## config.mk

```make
export PLATFORM = sky130hd
export DESIGN_NAME = utf8_validating_decoder
export DESIGN_NICKNAME = d
export VERILOG_FILES = /design/src/utf8d_pkg.sv /design/src/utf8d_in_stage.sv /design/src/utf8d_step.sv /design/src/utf8_validating_decoder.sv
export SDC_FILE = /design/constraint.sdc
export NUM_CORES = 1
export LEC_CHECK = 0
export BUFFER_PORTS_ARGS = -buffer_cell sky130_fd_sc_hd__buf_2
export CORE_MARGIN = 1.5
export CORE_UTILIZATION = 63
export CTS_CLUSTER_DIAMETER = 120
export CTS_CLUSTER_SIZE = 14
export DETAILED_ROUTE_END_ITERATION = 8
export GPL_ROUTABILITY_DRIVEN = 0
export HOLD_SLACK_MARGIN = 0.08
export PLACE_DENSITY = 0.9
export SLEW_MARGIN = 20
export SYNTH_ARGS = -nofsm -noshare
export SYNTH_HDL_FRONTEND = slang
export SYNTH_SLANG_ARGS = --single-unit
```

## constraint.sdc

```tcl
create_clock -name clk -period 5.95 [get_ports clk]
set_input_delay 1.785 -clock clk [delete_from_list [all_inputs] [get_ports clk]]
set_output_delay 1.785 -clock clk [all_outputs]
set_load 0.005 [all_outputs]
```

## src/utf8d_pkg.sv

```systemverilog
// shared types, constants and byte bounds for the utf-8 validating decoder
package utf8d_pkg;

    localparam int COUNT_BITS_DEF = 20;
    localparam int RUNE_OUT_W     = 20;
    localparam int CODE_W         = 21;
    localparam int LIMIT_W        = 20;

    localparam logic [RUNE_OUT_W-1:0] COUNT_OUT_MAX = 20'hFFFFF;
    localparam logic [CODE_W-1:0]     CODE_MAX      = 21'h10FFFF;
    localparam logic [CODE_W-1:0]     SURR_LO       = 21'h00D800;
    localparam logic [CODE_W-1:0]     SURR_HI       = 21'h00DFFF;

    // lead byte classes
    localparam logic [7:0] ASCII_HI  = 8'h7F;
    localparam logic [7:0] LEAD2_LO  = 8'hC2;
    localparam logic [7:0] LEAD2_HI  = 8'hDF;
    localparam logic [7:0] LEAD3_LO  = 8'hE0;
    localparam logic [7:0] LEAD3_HI  = 8'hEF;
    localparam logic [7:0] LEAD4_LO  = 8'hF0;
    localparam logic [7:0] LEAD4_HI  = 8'hF4;

    // leads with narrowed second byte bounds
    localparam logic [7:0] LEAD_E0   = 8'hE0;
    localparam logic [7:0] LEAD_ED   = 8'hED;
    localparam logic [7:0] LEAD_F0   = 8'hF0;
    localparam logic [7:0] LEAD_F4   = 8'hF4;

    // continuation bounds
    localparam logic [7:0] CONT_LO     = 8'h80;
    localparam logic [7:0] CONT_HI     = 8'hBF;
    localparam logic [7:0] CONT_LO_E0  = 8'hA0;
    localparam logic [7:0] CONT_HI_ED  = 8'h9F;
    localparam logic [7:0] CONT_LO_F0  = 8'h90;
    localparam logic [7:0] CONT_HI_F4  = 8'h8F;

    typedef enum logic [1:0] {
        STATUS_OK      = 2'd0,
        STATUS_INVALID = 2'd1,
        STATUS_TRUNC   = 2'd2
    } status_t;

    typedef struct packed {
        logic [7:0] byte_val;
        logic       last;
    } in_item_t;

    typedef struct packed {
        logic [1:0]        bytes_left;
        logic [CODE_W-1:0] code_accum;
        logic [7:0]        lead_value;
        logic              at_second_byte;
        logic              discarding;
    } seq_state_t;

    typedef struct packed {
        logic                  emit;
        logic [CODE_W-1:0]     code_point;
        status_t               status;
        logic [RUNE_OUT_W-1:0] rune_count;
        logic                  buffer_done;
    } result_t;

endpackage

```

## src/utf8d_in_stage.sv

```systemverilog
// input register stage: holds one accepted byte item until the decode step takes it
module utf8d_in_stage (
    input  logic                clk,
    input  logic                rst_n,
    input  logic                in_valid,
    output logic                in_ready,
    input  utf8d_pkg::in_item_t in_item,
    input  logic                advance,
    output logic                held_valid,
    output utf8d_pkg::in_item_t held_item
);

    logic                valid_reg;
    logic                valid_next;
    utf8d_pkg::in_item_t item_reg;

    // take a new item when empty or when the held one moves on
    assign in_ready   = !valid_reg || advance;
    assign valid_next = in_ready ? in_valid : valid_reg;

    always_ff @(posedge clk or negedge rst_n)
    begin
        if (!rst_n)
        begin
            valid_reg <= 1'b0;
        end
        else
        begin
            valid_reg <= valid_next;
        end
    end

    always_ff @(posedge clk)
    begin
        if (in_valid && in_ready)
        begin
            item_reg <= in_item;
        end
    end

    assign held_valid = valid_reg;
    assign held_item  = item_reg;

endmodule

```

## src/utf8d_step.sv

```systemverilog
// decode step: sequence checks, next sequence state, rune count and result
module utf8d_step #(
    parameter int COUNT_BITS = utf8d_pkg::COUNT_BITS_DEF
) (
    input  utf8d_pkg::in_item_t               item,
    input  utf8d_pkg::seq_state_t             st,
    input  logic [COUNT_BITS-1:0]             rune_total,
    input  logic [utf8d_pkg::LIMIT_W-1:0]     max_runes,
    output utf8d_pkg::seq_state_t             st_next,
    output logic [COUNT_BITS-1:0]             rune_total_next,
    output utf8d_pkg::result_t                res
);

    localparam int CMP_W = (COUNT_BITS > utf8d_pkg::LIMIT_W) ? COUNT_BITS
                                                             : utf8d_pkg::LIMIT_W;
    localparam logic [COUNT_BITS-1:0] SAT = {COUNT_BITS{1'b1}};

    logic [7:0]                     b;
    logic                           skip;
    logic [7:0]                     lo;
    logic [7:0]                     hi;
    logic [utf8d_pkg::CODE_W-1:0]   acc_shift;
    logic [COUNT_BITS-1:0]          rt_inc;
    logic [COUNT_BITS-1:0]          rt_after;

    assign b         = item.byte_val;
    assign skip      = st.discarding ||
                       ((max_runes != '0) &&
                        (CMP_W'(rune_total) >= CMP_W'(max_runes)));
    assign acc_shift = {st.code_accum[utf8d_pkg::CODE_W-7:0], b[5:0]};
    assign rt_inc    = (rune_total == SAT) ? rune_total : rune_total + 1'b1;

    // second byte bounds depend on the lead
    always_comb
    begin
        lo = utf8d_pkg::CONT_LO;
        hi = utf8d_pkg::CONT_HI;
        if (st.at_second_byte)
        begin
            unique case (st.lead_value)
                utf8d_pkg::LEAD_E0: lo = utf8d_pkg::CONT_LO_E0;
                utf8d_pkg::LEAD_ED: hi = utf8d_pkg::CONT_HI_ED;
                utf8d_pkg::LEAD_F0: lo = utf8d_pkg::CONT_LO_F0;
                utf8d_pkg::LEAD_F4: hi = utf8d_pkg::CONT_HI_F4;
                default:
                begin
                    lo = utf8d_pkg::CONT_LO;
                    hi = utf8d_pkg::CONT_HI;
                end
            endcase
        end
    end

    always_comb
    begin
        st_next         = st;
        rt_after        = rune_total;
        res.emit        = 1'b0;
        res.code_point  = '0;
        res.status      = utf8d_pkg::STATUS_OK;
        res.buffer_done = item.last;
        if (!skip)
        begin
            if (st.bytes_left == 2'd0)
            begin
                if (b <= utf8d_pkg::ASCII_HI)
                begin
                    rt_after       = rt_inc;
                    res.emit       = 1'b1;
                    res.code_point = utf8d_pkg::CODE_W'(b);
                end
                else if (b >= utf8d_pkg::LEAD2_LO && b <= utf8d_pkg::LEAD2_HI)
                begin
                    st_next.bytes_left     = 2'd1;
                    st_next.code_accum     = utf8d_pkg::CODE_W'(b[4:0]);
                    st_next.lead_value     = b;
                    st_next.at_second_byte = 1'b1;
                end
                else if (b >= utf8d_pkg::LEAD3_LO && b <= utf8d_pkg::LEAD3_HI)
                begin
                    st_next.bytes_left     = 2'd2;
                    st_next.code_accum     = utf8d_pkg::CODE_W'(b[3:0]);
                    st_next.lead_value     = b;
                    st_next.at_second_byte = 1'b1;
                end
                else if (b >= utf8d_pkg::LEAD4_LO && b <= utf8d_pkg::LEAD4_HI)
                begin
                    st_next.bytes_left     = 2'd3;
                    st_next.code_accum     = utf8d_pkg::CODE_W'(b[2:0]);
                    st_next.lead_value     = b;
                    st_next.at_second_byte = 1'b1;
                end
                else
                begin
                    res.emit           = 1'b1;
                    res.status         = utf8d_pkg::STATUS_INVALID;
                    st_next.discarding = 1'b1;
                end
            end
            else if (b >= lo && b <= hi)
            begin
                st_next.bytes_left     = st.bytes_left - 2'd1;
                st_next.at_second_byte = 1'b0;
                if (st.bytes_left == 2'd1)
                begin
                    rt_after           = rt_inc;
                    res.emit           = 1'b1;
                    res.code_point     = acc_shift;
                    st_next.code_accum = '0;
                    st_next.lead_value = '0;
                end
                else
                begin
                    st_next.code_accum = acc_shift;
                end
            end
            else
            begin
                res.emit               = 1'b1;
                res.status             = utf8d_pkg::STATUS_INVALID;
                st_next.discarding     = 1'b1;
                st_next.bytes_left     = 2'd0;
                st_next.code_accum     = '0;
                st_next.lead_value     = '0;
                st_next.at_second_byte = 1'b0;
            end
            // buffer ends inside an open sequence
            if (item.last && !res.emit && st_next.bytes_left != 2'd0)
            begin
                res.emit   = 1'b1;
                res.status = utf8d_pkg::STATUS_TRUNC;
            end
        end
        if (item.last)
        begin
            st_next = '0;
        end
        // shown count is clamped to the output width
        res.rune_count = (CMP_W'(rt_after) > CMP_W'(utf8d_pkg::COUNT_OUT_MAX))
                         ? utf8d_pkg::COUNT_OUT_MAX
                         : utf8d_pkg::RUNE_OUT_W'(rt_after);
    end

    assign rune_total_next = item.last ? '0 : rt_after;

endmodule

```

## src/utf8_validating_decoder.sv

```systemverilog
// top level of the utf-8 validating decoder: input stage, decode step, result register
//
// usage
//   input channel: one byte item per handshake (byte_in, end_of_buffer) on
//   in_valid / in_ready; end_of_buffer marks the final byte of a buffer
//   output channel: at most one result item per byte (code_point, status,
//   rune_count, buffer_done) on out_valid / out_ready
//   max_runes is written through max_runes_we / max_runes_wdata while idle;
//   zero means no rune limit per buffer
// path: an accepted byte is held in the input register, decoded by combinational
//   logic between the input register and the result register, and stored there
// throughput: one byte per cycle while out_ready stays high; bytes that
//   give no result (lead and middle bytes, dropped bytes) still pass
//   through the decode stage
// reset: clears the sequence state, rune count, limit and both valid flags;
//   in_ready is high from reset on, so the first byte can be taken at once
// stall: with out_ready low and a result held, the decode stage waits and
//   the input register fills, then in_ready drops; nothing is lost
module utf8_validating_decoder #(
    parameter int COUNT_BITS = utf8d_pkg::COUNT_BITS_DEF
) (
    input  logic                            clk,
    input  logic                            rst_n,
    // input channel
    input  logic                            in_valid,
    output logic                            in_ready,
    input  logic [7:0]                      byte_in,
    input  logic                            end_of_buffer,
    // configuration
    input  logic                            max_runes_we,
    input  logic [utf8d_pkg::LIMIT_W-1:0]   max_runes_wdata,
    // output channel
    output logic                            out_valid,
    input  logic                            out_ready,
    output logic [utf8d_pkg::CODE_W-1:0]    code_point,
    output logic [1:0]                      status,
    output logic [utf8d_pkg::RUNE_OUT_W-1:0] rune_count,
    output logic                            buffer_done
);

    utf8d_pkg::in_item_t              in_item;
    utf8d_pkg::in_item_t              held_item;
    logic                             held_valid;
    logic                             advance;

    // sequence state and rune counter
    utf8d_pkg::seq_state_t            seq_reg;
    utf8d_pkg::seq_state_t            seq_next;
    logic [COUNT_BITS-1:0]            rune_total_reg;
    logic [COUNT_BITS-1:0]            rune_total_next;
    logic [utf8d_pkg::LIMIT_W-1:0]    max_runes_reg;

    // result register
    utf8d_pkg::result_t               res;
    logic                             out_valid_reg;
    logic                             out_valid_next;
    logic [utf8d_pkg::CODE_W-1:0]     code_point_reg;
    utf8d_pkg::status_t               status_reg;
    logic [utf8d_pkg::RUNE_OUT_W-1:0] rune_count_reg;
    logic                             buffer_done_reg;

    assign in_item.byte_val = byte_in;
    assign in_item.last     = end_of_buffer;

    // the held byte moves on when the result register is free or being drained
    assign advance = held_valid && (!out_valid_reg || out_ready);

    utf8d_in_stage u_in_stage (
        .clk        (clk),
        .rst_n      (rst_n),
        .in_valid   (in_valid),
        .in_ready   (in_ready),
        .in_item    (in_item),
        .advance    (advance),
        .held_valid (held_valid),
        .held_item  (held_item)
    );

    utf8d_step #(
        .COUNT_BITS (COUNT_BITS)
    ) u_step (
        .item            (held_item),
        .st              (seq_reg),
        .rune_total      (rune_total_reg),
        .max_runes       (max_runes_reg),
        .st_next         (seq_next),
        .rune_total_next (rune_total_next),
        .res             (res)
    );

    // limit register; the user must write it only while idle, the block does not enforce this
    always_ff @(posedge clk or negedge rst_n)
    begin
        if (!rst_n)
        begin
            max_runes_reg <= '0;
        end
        else if (max_runes_we)
        begin
            max_runes_reg <= max_runes_wdata;
        end
    end

    // per-buffer state advances once per decoded byte
    always_ff @(posedge clk or negedge rst_n)
    begin
        if (!rst_n)
        begin
            seq_reg        <= '0;
            rune_total_reg <= '0;
        end
        else if (advance)
        begin
            seq_reg        <= seq_next;
            rune_total_reg <= rune_total_next;
        end
    end

    // result valid: load on a decoded byte, clear once taken
    always_comb
    begin
        out_valid_next = out_valid_reg;
        if (advance)
        begin
            out_valid_next = res.emit;
        end
        else if (out_ready)
        begin
            out_valid_next = 1'b0;
        end
    end

    always_ff @(posedge clk or negedge rst_n)
    begin
        if (!rst_n)
        begin
            out_valid_reg <= 1'b0;
        end
        else
        begin
            out_valid_reg <= out_valid_next;
        end
    end

    // result payload, no reset needed
    always_ff @(posedge clk)
    begin
        if (advance && res.emit)
        begin
            code_point_reg  <= res.code_point;
            status_reg      <= res.status;
            rune_count_reg  <= res.rune_count;
            buffer_done_reg <= res.buffer_done;
        end
    end

    assign out_valid   = out_valid_reg;
    assign code_point  = code_point_reg;
    assign status      = status_reg;
    assign rune_count  = rune_count_reg;
    assign buffer_done = buffer_done_reg;

endmodule

```

# Word-level counts from Yosys, hierarchy flattened
# Index checks and enable logic that the tools add are counted.
# classes
add_sub_neg,2
order_cmp,11
n_eq_ne,14
mux,46
n_reduce_logical,25
# ops
operator,n
$mux 33,5
$mux 20,7
$mux 32,4
$mux 24,3
$mux 21,2
$eq 8x8->1 const B,4
$mux 8,4
$ge 8x8->1 const B,3
$le 8x8->1 const B,3
$pmux 6 s2,2
$mux 22,1
$add 20x1->20 const B,1
$eq 20x20->1 const B,1
$ge 20x20->1,1
$gt 20x20->1 const B,1
$reduce_bool 20->1,1
$mux 1,14
$ne 3x3->1 const B,4
$logic_and 1x1->1,10
$ge 8x8->1,1
$le 8x7->1 const B,1
$le 8x8->1,1
$mux 2,4
$reduce_and 7->1,1
14 further kinds,19
# totals
ff_bits,122
inputBits,34
elab_cells,114

# Longest topological paths before layout
# Gate-level depths: netlist (run 1).
# depth
ltp_word,14
depth_mapped,14
mapped_depth_nobuf,12

# Modules after synthesis
# Synthesis (run 1) repeated with hierarchy kept, for this count alone.
# unflattened
cells_unflattened,587
hier_area_um2,6975.4
# modules_own_cells
module,n_inst,cells_per_inst,area_per_inst_um2
utf8_validating_decoder,1,204,4287.9
utf8d_step,1,370,2363.5
utf8d_in_stage,1,13,324.1

# Least setup slack after synthesis (run 1)
# No wires, ideal clock.
# synth_timing
path_kind,input-to-reg
from,input port out_ready
to,"register buffer_done_reg, in the netlist buffer_done (enable)"
setup_ns,0.406
arrival_time_ns,3.702
required_ns,5.544
path_slack_ns,1.842
path_stages,5
cell_sequence,nand2b_1 and2_1 clkbuf_1 clkbuf_1 and3_1
# synth_between
elab_chain_len,3
# synth_lines
item,line_no,rtl
start: declaration,utf8_validating_decoder.sv:34,"input logic out_ready,"
$logic_or 1x1->1,utf8_validating_decoder.sv:66,assign advance = held_valid && (!out_valid_reg || out_ready);
$logic_and 1x1->1,utf8_validating_decoder.sv:66,
$logic_and 1x1->1,utf8_validating_decoder.sv:148,if (advance && res.emit)
end signal: assignment,utf8_validating_decoder.sv:153,buffer_done_reg <= res.buffer_done;
end: declaration,utf8_validating_decoder.sv:60,logic buffer_done_reg;
# Every way passes these cells.
# A chain may end at the register's enable or synchronous reset.

# Worst setup path in the final report (run 1)
# layout_timing
from,input port out_ready
to,output port in_ready
# layout_between
elab_chain_len,3
# layout_lines
item,line_no,rtl
$logic_or 1x1->1,utf8_validating_decoder.sv:66,
$logic_and 1x1->1,utf8_validating_decoder.sv:66,
$logic_or 1x1->1,utf8d_in_stage.sv:18,assign in_ready = !valid_reg || advance;
end: declaration,utf8_validating_decoder.sv:26,"output logic in_ready,"
# Every way passes these cells.

==> results of run 1 <==
==> synth_stat cells, types with 4 or more instances <==
library cell | n | area share [%]
nand4_1 | 10 | 1.0
and3_1 | 23 | 2.3
nor2b_1 | 4 | 0.40
nor3_1 | 14 | 1.1
a22o_1 | 6 | 0.84
nor4_1 | 8 | 0.80
o21ai_0 | 49 | 3.9
nor2_1 | 28 | 1.7
and2_1 | 11 | 1.1
a21oi_1 | 31 | 2.5
inv_1 | 29 | 1.7
ha_1 | 27 | 5.4
a31oi_1 | 15 | 1.5
buf_2 | 6 | 0.48
dfrtp_1 | 69 | 28
nand2b_1 | 5 | 0.50
nand3b_1 | 4 | 0.48
nand3_1 | 17 | 1.4
a21o_1 | 6 | 0.72
or3_1 | 5 | 0.50
nand2_1 | 86 | 5.2
edfxtp_1 | 53 | 25
mux2_2 | 5 | 0.90
clkbuf_1 | 20 | 1.2
==> per-stage QoR <==
stage,area (sq um),utilization [%],cells
finish,7385,76.25,823
global route,7385,76.25,823
CTS,7370,76.10,822
detailed placement,6711,69.30,791
global placement,6711,69.30,791
floorplan,6254,-,605
==> metal layers <==
metal | global-route usage (%) | up-vias
met5 | 0 | -
met4 | 15.60 | 0
met3 | 9.017 | 80
met2 | 46.15 | 431
met1 | 44.30 | 2528
li1 | - | 2384
==> power by group through the flow <==
| stage | registers [uW] | clock network, uW | logic, uW |
|---|---|---|---|
| CTS | 1120 | 1160 | 565 |
| global route | 1140 | 1200 | 637 |
| floorplan | 1120 | 0 | 377 |
| detailed placement | 1140 | 0 | 555 |
| global placement | 1130 | 0 | 533 |
| finish | 1120 | 1160 | 581 |
==> worst max path at each step <==
stage / start / to / depth (start not counted) / slack, ps
finish: out_ready / in_ready / 4 / 1850
global route: out_ready / in_ready / 4 / 1790
CTS: out_ready / in_ready / 4 / 1840
detailed placement: out_ready / rune_total_reg[17] / 7 / 1820
global placement: out_ready / in_ready / 4 / 1920
floorplan: out_ready / buffer_done / 5 / 1840
==> layout make-up <==
class / count / area (sq um)
Clock buffer: 17 / 414.1
Clock inverter: 14 / 244.0
Fill cell: 613 / 2300
Inverter: 29 / 108.9
Multi-Input combinational cell: 425 / 2700
Sequential cell: 122 / 3318
Tap cell: 133 / 166.4
Timing Repair Buffer: 83 / 432.9
==> worst max-delay path: stages <==
cell and delay (ps):
buf_2 100, nor2b_1 160, nand2_1 120, buf_2 140
==> logic make-up (layout without fill, tap and decap cells) <==
| logic type | after synthesis | after routing | share of synthesized area [%] |
|---|---|---|---|
| and+or+nand+nor | 232 | 232 | 18.73 |
| AOI/OAI and AO/OA | 157 | 157 | 17.51 |
| buffers and inverters | 58 | 143 | 3.781 |
| DFF | 122 | 122 | 53.06 |
| muxes | 7 | 7 | 1.240 |
| adders and majority gates | 27 | 27 | 5.402 |
| xor gates and xnor gates | 2 | 2 | 0.2802 |
==> impl_table.tex, run 1 <==
\begin{tabular}{lr}
\hline
Metric & Value \\
\hline
\multicolumn{2}{l}{\textbf{Pwr}} \\
PD cells & 388.1 nW/um\^{}2 \\
Portion of total power attributed to sequential cells & 39.2\% \\
Switching Share & 30.21\% \\
Reported leakage power & 0.003248 uW \\
Power, Total & 2866 uW \\
Clock group share of total power & 40.5\% \\
Net switching component of the power & 865.7 uW \\
Worst supply voltage drop on vdd & 0.2188 mV \\
Cell-internal power & 2000 uW \\
Part of the power in combinational logic & 20.3\% \\
\multicolumn{2}{l}{\textbf{Critical path}} \\
CP arrival & 2310 ps \\
Kind of capture point of the worst setup path & output pin \\
Startpoint class of the critical path & primary input \\
Kind of critical path & primary input to output pin \\
Critical-path maximum fanout & 3 \\
End of the worst register-to-register path & rune\_count[15] \\
FF-to-FF Start & seq\_reg[7] \\
Worst EP required & 4160 ps \\
Worst reg-to-reg setup slack & 2240 ps \\
Worst R2R Path Depth & 12 \\
\multicolumn{2}{l}{\textbf{Routing}} \\
Initial DRC count & 919 \\
Total number of vias & 5423 \\
Routed wl met2 & 7109 microns \\
Post-route ant nets & 0 \\
DRC Markers & 0 \\
Total routed wirelength & 15680 microns \\
Amount of wire on met3 after detailed routing & 1786 microns \\
Met1 WL & 6226 microns \\
Max Used Layer & met4 \\
Per-cell via count in the routed design & 6.589 \\
Count of TritonRoute iterations in the first routing pass & 8 \\
Per-cell routed wire length & 19.06 microns \\
\multicolumn{2}{l}{\textbf{Run}} \\
Max\_cap viols & 0 \\
\multicolumn{2}{l}{\textbf{Floorplan}} \\
Number of top-level pins & 80 \\
Die Ht & 102.6 microns \\
Area of the die & 10530 sq um \\
Core area & 9684 sq um \\
Std-Cell Rows & 36 \\
Initial core utilization & 64.57\% \\
Chip Width & 102.6 microns \\
\multicolumn{2}{l}{\textbf{Timing}} \\
Unrepaired setup endpoints after global routing & no \\
Smallest setup slack after layout & 1852 ps \\
Actual transition at the worst max-transition pin & 954.1 ps \\
Fmax & 0.2440 GHz \\
Tightest slew margin relative to the limit & 36.39\% \\
Final setup skew & 10.52 ps \\
Tmin final & 4098 ps \\
Final count of negative-setup-slack endpoints & 0 \\
Final Hold Slack & 475.8 ps \\
Number of pins with negative max-slew slack in the final report & 0 \\
Share of the clock period used by the worst path after layout & 68.87\% \\
Final Hold Fails & 0 \\
Total negative slack for setup checks & 0 ps \\
\multicolumn{2}{l}{\textbf{Placement}} \\
Quantity of I/O buffers inserted on ports & 79 \\
Worst slack, placed & 1822 ps \\
Detailed-placement wirelength estimate & 10260 microns \\
\multicolumn{2}{l}{\textbf{Logic synthesis}} \\
Synth Net Count & 666 \\
Cell area after technology mapping & 6253 sq um \\
Number of unique standard cell types used by synthesis & 73 \\
Average footprint of a synthesized cell & 10.34 sq um \\
YS warnings & 0 \\
Number of flops mapped to enable cells by yosys & 53 \\
\#FFs+latches synth & 122 \\
Share of async-settable or async-resettable flops after synthesis & 56.56\% \\
Main flop type after synthesis & dfrtp\_1 \\
Gate Count Post-Synth & 605 \\
Sequential cell area fraction in the yosys report & 53.06\% \\
\multicolumn{2}{l}{\textbf{Global route}} \\
Global-route wire length before repair & 25110 microns \\
Number of antenna violations at the first check in global routing & 0 \\
Largest net degree at the start of global routing & 45 \\
Global-route usage over all layers & 31.80\% \\
Via count of the first global-routing pass & 5054 \\
GR Overflow Total & 0 \\
\multicolumn{2}{l}{\textbf{Clock tree}} \\
Number of CTS-inserted buffers & 17 \\
H-tree levels & 4 \\
CTS clk-pin slew, worst paths & 60 ps \\
Clock insertion delay at the later pin of the skew report & 550 ps \\
Clock Tree Buf Depth & 2 \\
CTS tree & done \\
Number of sinks driven by the clock tree & 122 \\
Resized Gates After CTS & 0 \\
Post-CTS setup buffer count & 0 \\
Hold-fix buffers at CTS & 0 \\
CTS root buffer & clkbuf\_8 \\
\multicolumn{2}{l}{\textbf{Finish}} \\
Area added between synthesis and finish & 18.09\% \\
Antenna diode count & 0 \\
Final nets & 739 \\
Share of post-route cells with drive strength above 1 & 20.43\% \\
Flip-flop count of the largest register after layout & 27 \\
Leading cell type in the layout, fill and taps excluded & nand2\_1 \\
Commonest non-fill, non-tap cells in the layout & nand2\_1, buf\_2, dfrtp\_1 \\
\multicolumn{2}{l}{\textbf{Status}} \\
Result of the run & finished clean \\
\multicolumn{2}{l}{\textbf{Hold path}} \\
Startpoint of the tightest hold check path & seq\_reg[8] \\
Worst hold path class & flop to flop \\
Hold EP & seq\_reg[8] \\
Worst Hold Depth & 1 \\
\hline
\end{tabular}
Power figures use the tool's default switching activity.
==> inputs of run 2 (changes only) <==
--- a/config.mk
+++ b/config.mk
@@ -7,13 +7,13 @@
 export LEC_CHECK = 0
 export BUFFER_PORTS_ARGS = -buffer_cell sky130_fd_sc_hd__buf_2
 export CORE_MARGIN = 1.5
-export CORE_UTILIZATION = 63
+export CORE_UTILIZATION = 58
 export CTS_CLUSTER_DIAMETER = 120
 export CTS_CLUSTER_SIZE = 14
 export DETAILED_ROUTE_END_ITERATION = 8
 export GPL_ROUTABILITY_DRIVEN = 0
 export HOLD_SLACK_MARGIN = 0.08
-export PLACE_DENSITY = 0.9
+export PLACE_DENSITY = 0.84
 export SLEW_MARGIN = 20
 export SYNTH_ARGS = -nofsm -noshare
 export SYNTH_HDL_FRONTEND = slang
==> constraint.sdc (replaced) <==
create_clock -name clk -period 4.08 [get_ports clk]
set_input_delay 1.224 -clock clk [delete_from_list [all_inputs] [get_ports clk]]
set_output_delay 1.224 -clock clk [all_outputs]
set_load 0.005 [all_outputs]
==> run 2 against run 1 <==
Sequential power rose by 46%. Critical endpoint is now rune_total_reg[9]. Via count shrank 4.3%. Design area shrank 0.20%. Global-route usage is 3.5 points lower. Critical path depth increased by 9.
==> impl_table.tex, run 2 (synthesis gave the netlist of run 1 again) <==
\begin{tabular}{lr}
\hline
Metric & Value \\
\hline
\multicolumn{2}{l}{\textbf{Routing}} \\
Per-cell routed wire length & 18.05 microns \\
Per-cell via count in the routed design & 6.229 \\
Total routed wirelength & 15040 microns \\
Total number of vias & 5189 \\
Post-route ant nets & 0 \\
Count of TritonRoute iterations in the first routing pass & 6 \\
DRC Markers & 0 \\
Initial DRC count & 712 \\
\multicolumn{2}{l}{\textbf{Timing}} \\
Total negative slack for setup checks & 0 ps \\
Final Hold Fails & 0 \\
Share of the clock period used by the worst path after layout & 86.72\% \\
Fmax & 0.2826 GHz \\
Unrepaired setup endpoints after global routing & no \\
Number of pins with negative max-slew slack in the final report & 0 \\
Final count of negative-setup-slack endpoints & 0 \\
Final setup skew & 11.17 ps \\
Actual transition at the worst max-transition pin & 988.2 ps \\
Tmin final & 3538 ps \\
Tightest slew margin relative to the limit & 33.61\% \\
\multicolumn{2}{l}{\textbf{Floorplan}} \\
Die Ht & 106.8 microns \\
Std-Cell Rows & 37 \\
Core area & 10370 sq um \\
Area of the die & 11410 sq um \\
Chip Width & 106.8 microns \\
Number of top-level pins & 80 \\
Initial core utilization & 60.30\% \\
\multicolumn{2}{l}{\textbf{Clock tree}} \\
Hold-fix buffers at CTS & 0 \\
CTS clk-pin slew, worst paths & 60 ps \\
Resized Gates After CTS & 0 \\
Clock Tree Buf Depth & 2 \\
Number of CTS-inserted buffers & 17 \\
H-tree levels & 4 \\
Post-CTS setup buffer count & 0 \\
CTS tree & done \\
Clock insertion delay at the later pin of the skew report & 530 ps \\
Number of sinks driven by the clock tree & 122 \\
CTS root buffer & clkbuf\_8 \\
\multicolumn{2}{l}{\textbf{Critical path}} \\
Kind of critical path & flop to flop \\
Cells along the critical path & nor2\_1, nand2\_1, o21ai\_0, and3\_1, ha\_1, nand2\_1, o21ai\_0, and4\_1, buf\_4, nor2\_2, a211oi\_4, nand2\_1, o41ai\_1 \\
Max stage delay on crit path & 740 ps \\
Worst-path cell with the longest stage delay & a211oi\_4 \\
Kind of capture point of the worst setup path & flop \\
CP arrival & 3940 ps \\
Startpoint class of the critical path & flop \\
Cell mode on critical path & nand2\_1 \\
Critical-path maximum fanout & 19 \\
Worst EP required & 4480 ps \\
\multicolumn{2}{l}{\textbf{Hold path}} \\
Worst hold path class & flop to flop \\
\multicolumn{2}{l}{\textbf{Finish}} \\
Area added between synthesis and finish & 17.85\% \\
Final nets & 745 \\
Leading cell type in the layout, fill and taps excluded & nand2\_1 \\
Total area of multi-input combinational cells & 2700 sq um \\
Antenna diode count & 0 \\
Commonest non-fill, non-tap cells in the layout & nand2\_1, buf\_2, dfrtp\_1 \\
Area occupied by registers & 3318 sq um \\
Final core area utilization & 71.07\% \\
Share of post-route cells with drive strength above 1 & 21.09\% \\
Number of fill cells & 790 \\
Flip-flop count of the largest register after layout & 27 \\
\multicolumn{2}{l}{\textbf{Placement}} \\
Detailed-placement wirelength estimate & 10350 microns \\
Quantity of I/O buffers inserted on ports & 79 \\
\multicolumn{2}{l}{\textbf{Global route}} \\
Number of antenna violations at the first check in global routing & 0 \\
Global-route wire length before repair & 24900 microns \\
Largest net degree at the start of global routing & 40 \\
Global-route usage over all layers & 28.25\% \\
Via count of the first global-routing pass & 5101 \\
GR Overflow Total & 0 \\
\multicolumn{2}{l}{\textbf{Pwr}} \\
PD cells & 546.3 nW/um\^{}2 \\
Reported leakage power & 0.003248 uW \\
Worst supply voltage drop on vdd & 0.2862 mV \\
\multicolumn{2}{l}{\textbf{Status}} \\
Result of the run & finished clean \\
\multicolumn{2}{l}{\textbf{Run}} \\
Max\_cap viols & 0 \\
\hline
\end{tabular}
run 2: worst paths after layout:
| kind | from | slack (ps) | cells after the start | end |
|---|---|---|---|---|
| max | seq_reg[2] | 540 | 13 | rune_total_reg[9] |
| min reg2reg | seq_reg[24] | 480 | 2 | seq_reg[24] |
| min | seq_reg[24] | 480 | 2 | seq_reg[24] |
| max in group asynchronous | rst_n | 2920 | 2 | rune_total_reg[8] |
| max reg2reg | seq_reg[2] | 540 | 13 | rune_total_reg[9] |
| min in group asynchronous | rst_n | 720 | 2 | seq_reg[1] |
run 2: worst max-delay path: cells and delay by family, from the launching register on:
kind	cells	cell delay (ps)
AO/OA/AOI/OAI	4	1490
adder cells (fa/ha/maj)	1	160
buffers and inverters	1	210
flip-flops	1	400
AND/OR/NAND/NOR	7	1160
run 2: stage by stage:
step / total power [uW] / instances / worst slack, ps / area (sq um) / hold slack [ps]
after global routing: 4187 / 833 / 194.8 / 7370 / 502.2
final: 4026 / 833 / 541.9 / 7370 / 481.0
after global placement: 2464 / 801 / 701.2 / 6768 / 454.7
after detailed placement: 2505 / 801 / 547.4 / 6768 / 464.7
after floorplan: 2180 / 605 / 216.6 / 6254 / 441.8
after CTS: 4017 / 833 / 640.0 / 7370 / 484.9
run 2: layer usage:
metal / up-vias / track usage [%] / routed length [microns]
li1: 2397 / - / -
met1: 2420 / 38.65 / 6361
met2: 333 / 42.49 / 6854
met3: 39 / 6.201 / 1425
met4: 0 / 14.67 / 397
met5: - / 0 / 0
run 2: layout make-up:
class	instances	area share, %
inverters	29	1.477
flip-flops and latches	122	45.03
clock inverters	15	2.547
well taps	136	2.309
clock buffers	17	5.620
repair buffers	89	6.384
multi-input cells	425	36.64
run 2: report_power, final:
group | internal [uW] | switching (uW)
logic | 296 | 577
clock network | 941 | 577
registers | 1510 | 122
==> inputs of run 3 (changes only) <==
--- a/config.mk
+++ b/config.mk
@@ -14,6 +14,7 @@
 export GPL_ROUTABILITY_DRIVEN = 0
 export HOLD_SLACK_MARGIN = 0.08
 export PLACE_DENSITY = 0.84
+export RECOVER_POWER = 25
 export SLEW_MARGIN = 20
 export SYNTH_ARGS = -nofsm -noshare
 export SYNTH_HDL_FRONTEND = slang
==> run 3 against run 2 <==
The flow now finishes with violations (max-capacitance violations, max-slew violations). Count of clock-buffer cells in the layout stayed put. Highest routed layer unchanged. Register-to-register slack worse by 60 ps. First-iteration DRC count is 0.84% higher. Non-clock buffer count stayed put. Sequential power hardly changed. Sequential share of layout area is 0.054 points higher. Flip-flop and latch count stayed put.
==> impl_table.tex, run 3 (synthesis gave the netlist of run 1 again) <==
\begin{tabular}{lr}
\hline
Metric & Value \\
\hline
\multicolumn{2}{l}{\textbf{Status}} \\
Result of the run & complete, but fails checks \\
Failing checks & max-capacitance violations, max-slew violations \\
\multicolumn{2}{l}{\textbf{Timing}} \\
Fmax & 0.2782 GHz \\
Total negative slack for setup checks & 0 ps \\
Final count of negative-setup-slack endpoints & 0 \\
Final Hold Slack & 481.0 ps \\
Unrepaired setup endpoints after global routing & no \\
Tmin final & 3595 ps \\
Actual transition at the worst max-transition pin & 2255 ps \\
Share of the clock period used by the worst path after layout & 88.10\% \\
Tightest slew margin relative to the limit & -50.31\% \\
Number of pins with negative max-slew slack in the final report & 71 \\
Final setup skew & 11.38 ps \\
Final Hold Fails & 0 \\
\multicolumn{2}{l}{\textbf{Global route}} \\
Via count of the first global-routing pass & 5101 \\
Number of antenna violations at the first check in global routing & 0 \\
GR Overflow Total & 0 \\
Global-route wire length before repair & 24900 microns \\
Largest net degree at the start of global routing & 40 \\
Global-route usage over all layers & 28.25\% \\
\multicolumn{2}{l}{\textbf{Clock tree}} \\
Post-CTS setup buffer count & 0 \\
Number of sinks driven by the clock tree & 122 \\
CTS clk-pin slew, worst paths & 60 ps \\
Number of CTS-inserted buffers & 17 \\
Clock Tree Buf Depth & 2 \\
Clock insertion delay at the later pin of the skew report & 530 ps \\
Resized Gates After CTS & 0 \\
H-tree levels & 4 \\
Hold-fix buffers at CTS & 0 \\
CTS tree & done \\
CTS root buffer & clkbuf\_8 \\
\multicolumn{2}{l}{\textbf{Hold path}} \\
Worst hold path class & flop to flop \\
\multicolumn{2}{l}{\textbf{Critical path}} \\
Worst EP required & 4480 ps \\
Kind of critical path & flop to flop \\
Startpoint class of the critical path & flop \\
Critical-path maximum fanout & 19 \\
CP arrival & 3990 ps \\
Kind of capture point of the worst setup path & flop \\
\multicolumn{2}{l}{\textbf{Finish}} \\
Total area of multi-input combinational cells & 2700 sq um \\
Area occupied by registers & 3318 sq um \\
Antenna diode count & 0 \\
Final nets & 745 \\
Flip-flop count of the largest register after layout & 27 \\
Commonest non-fill, non-tap cells in the layout & nand2\_1, buf\_2, dfrtp\_1 \\
Leading cell type in the layout, fill and taps excluded & nand2\_1 \\
Share of post-route cells with drive strength above 1 & 20.66\% \\
Area added between synthesis and finish & 17.71\% \\
Number of fill cells & 790 \\
\multicolumn{2}{l}{\textbf{Pwr}} \\
Portion of total power attributed to sequential cells & 40.6\% \\
Net switching component of the power & 1274 uW \\
Switching Share & 31.67\% \\
PD cells & 546.6 nW/um\^{}2 \\
Part of the power in combinational logic & 21.7\% \\
Worst supply voltage drop on vdd & 0.2860 mV \\
Cell-internal power & 2749 uW \\
Reported leakage power & 0.003238 uW \\
Clock group share of total power & 37.7\% \\
\multicolumn{2}{l}{\textbf{Routing}} \\
Per-cell via count in the routed design & 6.256 \\
Total number of vias & 5211 \\
Per-cell routed wire length & 18.13 microns \\
DRC Markers & 0 \\
Initial DRC count & 718 \\
Count of TritonRoute iterations in the first routing pass & 7 \\
Post-route ant nets & 0 \\
Total routed wirelength & 15100 microns \\
\multicolumn{2}{l}{\textbf{Run}} \\
Max\_cap viols & 2 \\
\multicolumn{2}{l}{\textbf{Placement}} \\
Quantity of I/O buffers inserted on ports & 79 \\
Detailed-placement wirelength estimate & 10350 microns \\
\multicolumn{2}{l}{\textbf{Floorplan}} \\
Core area & 10370 sq um \\
Area of the die & 11410 sq um \\
Initial core utilization & 60.30\% \\
Chip Width & 106.8 microns \\
Die Ht & 106.8 microns \\
Std-Cell Rows & 37 \\
Number of top-level pins & 80 \\
\hline
\end{tabular}
[run 3: critical path: stages, from the launching register on]
cell and delay (ps):
dfrtp_1 400, nor2_1 230, nand2_1 80, o21ai_0 70, and3_1 180, ha_1 160
nand2_1 90, o21ai_0 360, and4_1 270, buf_4 210, nor2_2 170, a211oi_4 740
nand2_1 180, o41ai_1 330
[run 3: layer usage]
metal / vias to the layer above / global-route usage [%] / share of wire, %
met5: - / 0 / 0
met4: 0 / 14.67 / 3.0
met3: 49 / 6.201 / 10
met2: 338 / 42.49 / 45
met1: 2424 / 38.65 / 42
li1: 2400 / - / -
[run 3: stage by stage]
stage	instance area, sq um	worst slack (ps)	cells	util, %	total power, uW
2_1_floorplan	6254	216.6	605	-	2180
3_3_place_gp	6768	701.2	801	65.26	2464
3_5_place_dp	6768	547.4	801	65.26	2505
4_1_cts	7370	640.0	833	71.07	4017
5_1_grt	7361	194.8	833	70.98	4186
6_report	7361	485.3	833	70.98	4023
[run 3: final cells by class]
| cell class | count | area share [%] |
|---|---|---|
| clock inverters | 15 | 2.550 |
| inverters | 29 | 1.479 |
| well taps | 136 | 2.312 |
| flip-flops and latches | 122 | 45.08 |
| clock buffers | 17 | 5.626 |
| repair buffers | 89 | 6.272 |
| multi-input cells | 425 | 36.68 |
[run 3: power groups by stage]
| stage | clock (uW) | sequential, uW | combinational, uW |
|---|---|---|---|
| after CTS | 1530 | 1630 | 858 |
| after global routing | 1580 | 1650 | 954 |
| final | 1520 | 1640 | 872 |
| after floorplan | 0 | 1630 | 549 |
| after global placement | 0 | 1640 | 823 |
| after detailed placement | 0 | 1650 | 851 |
[run 3: worst paths after layout]
path / from / end / slack [ps] / cells past startpoint
worst min register to register: seq_reg[24] / seq_reg[24] / 480 / 2
worst max register to register: seq_reg[2] / rune_total_reg[9] / 490 / 13
max in group asynchronous: rst_n / rune_total_reg[8] / 1300 / 2
min in group asynchronous: rst_n / seq_reg[1] / 1210 / 2
worst min-delay path: seq_reg[24] / seq_reg[24] / 480 / 2
worst max-delay path: seq_reg[2] / rune_total_reg[9] / 490 / 13
